### config.mk
export PLATFORM = sky130hd
export DESIGN_NAME = dha_ctrl
export DESIGN_NICKNAME = d
export VERILOG_FILES = /design/src/rtl/dha_pkg.sv /design/src/rtl/dha_ctrl.sv
export SDC_FILE = /design/constraint.sdc
export NUM_CORES = 1
export LEC_CHECK = 0
export ABC_AREA = 1
export BUFFER_PORTS_ARGS = -buffer_cell sky130_fd_sc_hd__buf_2
export CORE_AREA = 2 2 39 41
export CTS_BUF_LIST = sky130_fd_sc_hd__clkbuf_4 sky130_fd_sc_hd__clkbuf_8
export DETAILED_ROUTE_END_ITERATION = 8
export DIE_AREA = 0 0 41 43
export PLACE_DENSITY = 0.76
export SLEW_MARGIN = 15
export SYNTH_ARGS = -nofsm -noshare
export SYNTH_HDL_FRONTEND = slang
export SYNTH_SLANG_ARGS = --single-unit
### constraint.sdc
create_clock -name clk -period 1.4 [get_ports clk]
set_input_delay 0.21 -clock clk [delete_from_list [all_inputs] [get_ports clk]]
set_output_delay 0.21 -clock clk [all_outputs]
set_load 0.005 [all_outputs]
### src/rtl/dha_pkg.sv
// Package for the displacement histogram accumulator.
// Holds action codes, controller state type, command/status structs and constants.
`default_nettype none
package dha_pkg;

    typedef enum logic [1:0] {
        ACT_SAMPLE = 2'd0,
        ACT_END    = 2'd1,
        ACT_READ   = 2'd2,
        ACT_NONE   = 2'd3
    } action_t;

    typedef enum logic [2:0] {
        MODE_3D = 3'd0,
        MODE_X  = 3'd1,
        MODE_Y  = 3'd2,
        MODE_Z  = 3'd3,
        MODE_XY = 3'd4
    } mode_t;

    localparam logic [1:0] REG_BOX   = 2'd0;
    localparam logic [1:0] REG_BINW  = 2'd1;
    localparam logic [1:0] REG_MODE  = 2'd2;
    localparam logic [1:0] REG_FAST  = 2'd3;

    localparam int unsigned SPECIES = 5;

    localparam logic [15:0] Q_THR0 = 16'd768;
    localparam logic [15:0] Q_THR1 = 16'd1792;
    localparam logic [15:0] Q_THR2 = 16'd2304;
    localparam logic [15:0] Q_THR3 = 16'd2816;

    typedef enum logic [3:0] {
        ST_CLEAR,
        ST_IDLE,
        ST_DIST,
        ST_SQ,
        ST_SUM,
        ST_SQRT,
        ST_DIV,
        ST_HRD,
        ST_HWR,
        ST_OUT,
        ST_EOUT,
        ST_RRD,
        ST_ROUT
    } state_t;

    typedef struct packed {
        logic load;
        logic disp;
        logic square;
        logic sum;
        logic sqrt_start;
        logic sqrt_step;
        logic div_start;
        logic div_step;
        logic hist_rd;
        logic hist_wr;
        logic clr_step;
        logic end_clear;
        logic out_load_sample;
        logic out_load_end;
        logic out_load_read;
    } cmd_t;

    typedef struct packed {
        logic sqrt_done;
        logic div_done;
        logic clr_done;
        logic end_last;
    } sts_t;

    function automatic logic [2:0] species_of(input logic [15:0] q);
        logic [2:0] s;
        begin
            if (q < Q_THR0)      s = 3'd0;
            else if (q < Q_THR1) s = 3'd1;
            else if (q < Q_THR2) s = 3'd2;
            else if (q < Q_THR3) s = 3'd3;
            else                 s = 3'd4;
            return s;
        end
    endfunction

endpackage
`default_nettype wire

### src/rtl/dha_ctrl.sv
// Controller state machine for the displacement histogram accumulator.
// Depends on dha_pkg for state, command and status types.
`default_nettype none
module dha_ctrl
    import dha_pkg::*;
(
    input  wire logic       clk,
    input  wire logic       rst_n,
    input  wire logic       in_valid,
    output logic            in_ready,
    input  wire logic [1:0] action,
    output logic            out_valid,
    input  wire logic       out_ready,
    input  wire sts_t       sts,
    output cmd_t            cmd
);

    state_t state_reg, state_next;
    logic   out_valid_reg, out_valid_next;

    always_ff @(posedge clk or negedge rst_n)
    begin
        if (!rst_n)
        begin
            state_reg     <= ST_CLEAR;
            out_valid_reg <= 1'b0;
        end
        else
        begin
            state_reg     <= state_next;
            out_valid_reg <= out_valid_next;
        end
    end

    assign out_valid = out_valid_reg;
    assign in_ready  = (state_reg == ST_IDLE) && !out_valid_reg;

    always_comb
    begin
        state_next     = state_reg;
        out_valid_next = out_valid_reg && !out_ready;
        cmd            = '0;
        unique case (state_reg)
            ST_CLEAR:
            begin
                cmd.clr_step = 1'b1;
                if (sts.clr_done)
                    state_next = ST_IDLE;
            end
            ST_IDLE:
            begin
                if (in_valid && in_ready)
                begin
                    cmd.load = 1'b1;
                    unique case (action)
                        ACT_SAMPLE: state_next = ST_DIST;
                        ACT_END:    state_next = ST_EOUT;
                        ACT_READ:   state_next = ST_RRD;
                        default:    state_next = ST_IDLE;
                    endcase
                end
            end
            ST_DIST:
            begin
                cmd.disp   = 1'b1;
                state_next = ST_SQ;
            end
            ST_SQ:
            begin
                cmd.square = 1'b1;
                state_next = ST_SUM;
            end
            ST_SUM:
            begin
                cmd.sum        = 1'b1;
                cmd.sqrt_start = 1'b1;
                state_next     = ST_SQRT;
            end
            ST_SQRT:
            begin
                cmd.sqrt_step = 1'b1;
                if (sts.sqrt_done)
                begin
                    cmd.div_start = 1'b1;
                    state_next    = ST_DIV;
                end
            end
            ST_DIV:
            begin
                cmd.div_step = 1'b1;
                if (sts.div_done)
                    state_next = ST_HRD;
            end
            ST_HRD:
            begin
                cmd.hist_rd = 1'b1;
                state_next  = ST_HWR;
            end
            ST_HWR:
            begin
                cmd.hist_wr = 1'b1;
                state_next  = ST_OUT;
            end
            ST_OUT:
            begin
                if (!out_valid_reg)
                begin
                    cmd.out_load_sample = 1'b1;
                    out_valid_next      = 1'b1;
                    state_next          = ST_IDLE;
                end
            end
            ST_EOUT:
            begin
                if (!out_valid_reg || out_ready)
                begin
                    cmd.out_load_end = 1'b1;
                    out_valid_next   = 1'b1;
                    if (sts.end_last)
                    begin
                        cmd.end_clear = 1'b1;
                        state_next    = ST_IDLE;
                    end
                end
            end
            ST_RRD:
            begin
                cmd.hist_rd = 1'b1;
                state_next  = ST_ROUT;
            end
            ST_ROUT:
            begin
                if (!out_valid_reg)
                begin
                    cmd.out_load_read = 1'b1;
                    out_valid_next    = 1'b1;
                    state_next        = ST_IDLE;
                end
            end
            default: state_next = ST_IDLE;
        endcase
    end

    a_no_accept_busy: assert property (@(posedge clk) disable iff (!rst_n)
        (state_reg != ST_IDLE) |-> !in_ready)
        else $error("input taken while busy");
    a_clear_first: assert property (@(posedge clk) disable iff (!rst_n)
        (state_reg == ST_CLEAR) |-> !out_valid_reg)
        else $error("result during clearing");
    a_sqrt_to_div: assert property (@(posedge clk) disable iff (!rst_n)
        (state_reg == ST_SQRT && sts.sqrt_done) |=> (state_reg == ST_DIV))
        else $error("divider not started");

endmodule
`default_nettype wire

## Word level (Yosys, flattened, before mapping)

Cells that the tools add are included.
Widths: inputs -> output; s select.

- Word-level logic and storage cells: 65
- Output and inout bits: 17
- Register bits: 5
- Bits of input ports: 10

- Muxes and demuxes: 31
- Reductions and logical operators: 11
- Eq/ne operators: 21

Operator list:

| cell | count |
|---|---|
| $pmux 4 s12 | 1 |
| $mux 4 | 7 |
| $eq 4x4->1 const B | 5 |
| $mux 1 | 19 |
| $eq 4x3->1 const B | 4 |
| $ne 2x2->1 const B | 6 |
| $pmux 4 s3 | 1 |
| $eq 4x2->1 const B | 2 |
| $reduce_and 7->1 | 1 |
| $eq 4x1->1 const B | 1 |
| $logic_not 4->1 | 1 |
| $mux 2 | 2 |
| $reduce_or 2->1 | 2 |
| $logic_and 1x1->1 | 3 |
| $eq 2x1->1 const B | 1 |
| $eq 2x2->1 const B | 1 |
| $logic_not 1->1 | 2 |
| $logic_not 2->1 | 1 |
| $ne 2x1->1 const B | 1 |
| $pmux 1 s2 | 1 |
| $logic_or 1x1->1 | 1 |

## Depth between registers and ports, before layout

- Depth after elaboration: 5
- Depth in mapped cells: 10
- Depth with buffers taken out: 10

## Least setup slack after synthesis

OpenSTA, ideal clock, no wires.

- Path kind: reg-to-output
- Start point: register state_reg[2]
- End point: output cmd[14] (netlist bit)
- Cell stages (with the launch flop): 6
- Buffers on the path: 0
- Required time: 1190 ps
- Slack: 103 ps
- Arrival time: 1087 ps
- Cells stage by stage: dfrtp_1 > inv_1 > nand2_2 > nor3_1 > inv_1 > nor3_1

RTL lines:

| item | line | RTL |
|---|---|---|
| from (decl) | dha_ctrl.sv:18 | `state_t state_reg, state_next;` |
| from (signal assigned) | dha_ctrl.sv:30 | `state_reg <= state_next;` |
| to (decl) | dha_ctrl.sv:15 | `output cmd_t cmd` |

## Worst setup path after layout

- Start point: register state_reg[0]
- End point: output in_ready

- Longest elaborated chain between the ends: 2

RTL lines:

| item | line | RTL |
|---|---|---|
| $eq 4x1->1 | dha_ctrl.sv:36 | `assign in_ready = (state_reg == ST_IDLE) && !out_valid_reg;` |
| $logic_and 1x1->1 | dha_ctrl.sv:36 |  |
| to (decl) | dha_ctrl.sv:10 | `output logic in_ready,` |

No other way between the ends.

==> impl_metrics.env <==
export IMPL_grt_ovfl_total=0
export IMPL_max_cap_viol_count=0
export IMPL_die_area_um2=1760
export IMPL_synthArstFlopShare_pct=100
export IMPL_min_path_type="input port to async pin"
export IMPL_clk_pin_slew_worst_paths_ns=0.04
export IMPL_multiInputGateArea_um2=509
export IMPL_finalWorstSetupSlack_ns=-0.191
export IMPL_die_y_um=43
export IMPL_ioPinCount=27
export IMPL_cts_tree="built"
export IMPL_rsz0062_at_grt="yes"
export IMPL_leakage_nw=0.685
export IMPL_drive_gt1_share_pct=58.8
export IMPL_regToRegStartpoint="state_reg[1]"
export IMPL_grt_max_degree=8
export IMPL_fin_cells=176
export IMPL_grt_usage_pct=27.4
export IMPL_p_int_mw=1.18
export IMPL_ys_seq_area_share_pct=21.0
export IMPL_yosysMostFrequentCell="nand2_1"
export IMPL_worstMarginPinSlew_ns=0.283
export IMPL_outcome="finished with violations"
export IMPL_fin_crit_sh_pct=114
export IMPL_numPortBuffers=26
export IMPL_ys_flop_type="dfrtp_1"
export IMPL_start_util_pct=43.0
export IMPL_fmax_mhz=629
export IMPL_drv_slew=0
export IMPL_syn_area_per_cell_um2=5.46
export IMPL_tns_ns=-2.09
export IMPL_drc=0
export IMPL_grt_pass1_vias=826
export IMPL_cts_sinks=5
export IMPL_largest_register_ffs=4
export IMPL_startpoint="state_reg[0]"
export IMPL_antenna_found_initial=0
export IMPL_fin_hold_ws_ns=0.319
export IMPL_start_kind="flip-flop"
export IMPL_ys_ff_latch=5
export IMPL_seqCellArea_um2=129
export IMPL_syn_area_um2=596
export IMPL_htree_levels=1
export IMPL_dp_final_hpwl_mm=1.35
export IMPL_synth_area_top_cells="nand2_1, dfrtp_1, inv_1"
export IMPL_end_kind="primary output"
export IMPL_seqPwrFrac_pct=12.8
export IMPL_synth_edf_count=0
export IMPL_dpl_cell_count=156
export IMPL_synth_largest_area_cell="nand2_1"
export IMPL_skew_ns=0.000345
export IMPL_period_needed_ns=1.59
export IMPL_slew_limit_headroom_pct=81.0
export IMPL_syn_inst=109
export IMPL_ant_nets=0
export IMPL_wl_mm=2.59
export IMPL_syn_nets=121
export IMPL_clkPwrFrac_pct=7.5
export IMPL_required_ns=1.19
export IMPL_place_congestion=0.973
export IMPL_worstPathMaxFanout=4
export IMPL_die_width_um=41
export IMPL_critical_path_arrival_ns=1.38
export IMPL_powerDensity_nw_per_um2=2130
export IMPL_drtPass1Iterations=4
export IMPL_p_comb_share_pct=79.7
export IMPL_nFillCells=81
export IMPL_wl_per_cell_um=14.7
export IMPL_ctsLongestPathBuffers=2
export IMPL_vias_per_cell=5.34
export IMPL_final_hold_viol_count=0
export IMPL_insertion_delay_ns=0.23
export IMPL_swShare_pct=50.6
export IMPL_num_vias=940
export IMPL_criticalPathCategory="flip-flop to primary output"
export IMPL_vdd_ir_drop_max_uv=1600
export IMPL_grt_pass1_wl_mm=3.29
export IMPL_switchingPower_mw=1.21
export IMPL_fp_row_count=14
export IMPL_cts_root_buf="clkbuf_4"
export IMPL_syn2layout_area_growth_pct=87.8
export IMPL_finalSetupViolations=19
export IMPL_synthTopCellsByCount="nand2_1, inv_1, nor2_1"
export IMPL_yosysWarnings=0
export IMPL_violations="setup timing"
export IMPL_fin_nets=173
export IMPL_drt_iter0_drc=60
export IMPL_cts_buffers=3
export IMPL_synth_top_area_share_pct=22.1
export IMPL_n_antenna_cell=0
export IMPL_coreArea_um2=1380
export IMPL_yosysUniqueCellTypes=16
==> metal layers <==
layer  track usage, %  up-vias  routed length [µm]  share of wire, %
met5                0        -                   0                 0
met2             45.3       54                1350                52
li1                 -      432                   -                 -
met4             17.3        0                  55               2.1
met1             31.5      444                 979                38
met3             2.09       10                 197               7.6
==> power groups by stage <==
| stage | Sequential (mW) | Clock (mW) | Combinational (mW) |
|---|---|---|---|
| floorplan | 0.282 | 0 | 0.684 |
| global placement | 0.276 | 0 | 1.06 |
| detailed placement | 0.283 | 0 | 1.09 |
| CTS | 0.305 | 0.186 | 1.48 |
| global route | 0.305 | 0.196 | 2.00 |
| finish | 0.306 | 0.178 | 1.90 |
==> layout make-up <==
cell class	instances	share of cell area (%)
Tap cell	16	1.79
Multi-Input combinational cell	79	45.5
Inverter	24	8.05
Timing Repair Buffer	48	30.4
Sequential cell	5	11.5
Clock buffer	4	2.68
==> critical path, cell delays in order (launching register included) <==
cell and delay (ns):
dfrtp_1 0.38, inv_2 0.09, buf_4 0.15, nor3_4 0.20, inv_2 0.08, nor2_2 0.13, buf_2 0.12
==> repair_timing <==
action / in CTS / in global routing
endpoints found under the hold margin: 5 / 0
setup buffers: 7 / 8
cloned: 0 / 0
setup endpoints to repair: 18 / 20
resized for setup: 40 / 10
hold buffers: 1 / 0
pin swaps: 7 / 9
==> placed cells by master, fill, tap and decap left out <==
master,count
nor3_2,2
nand2_4,3
buf_6,6
a21oi_2,1
dfrtp_2,3
o211ai_1,1
dlygate4sd3_1,1
inv_1,15
nand3_2,2
clkbuf_4,4
nand3_4,1
nand3_1,8
buf_12,1
nor2_2,3
nor3_1,1
buf_2,23
buf_4,17
inv_2,9
a21oi_1,1
nor2_1,6
nor3_4,1
nand2_1,27
nand2_2,9
nor2_4,9
o21ai_0,2
dfrtp_1,2
ha_1,2
==> logic make-up (layout without fill, tap and decap cells) <==
kind of cell / Yosys count / count (layout) / synth area share [%]
and+or+nand+nor: 72 / 72 / 53.2
AOI/OAI and AO/OA: 5 / 5 / 5.25
adders and majority gates: 2 / 2 / 4.20
DFF: 5 / 5 / 21.0
buffers and inverters: 25 / 76 / 16.4
==> stage by stage <==
step                worst slack [ns]  area [µm²]  power (mW)  utilization [%]
finish                        -0.191        1120        2.39             80.8
global route                  -0.218        1120        2.50             80.8
CTS                           -0.110         998        1.98             72.2
detailed placement           -0.0479         783        1.37             56.6
global placement              0.0256         783        1.34             56.6
floorplan                      0.103         596       0.966                -
==> path summary, 6_finish.rpt <==
check                      slack [ns]           end  cells past startpoint
hold reg to reg                  0.53  state_reg[2]                      2
max in group asynchronous        0.94     out_valid                      2
setup reg to reg                -0.18  state_reg[2]                      8
min in group clk                 0.45     out_valid                      4
hold / removal                   0.32  state_reg[1]                      2
setup / recovery                -0.19      in_ready                      6
Power figures use the tool's default switching activity.
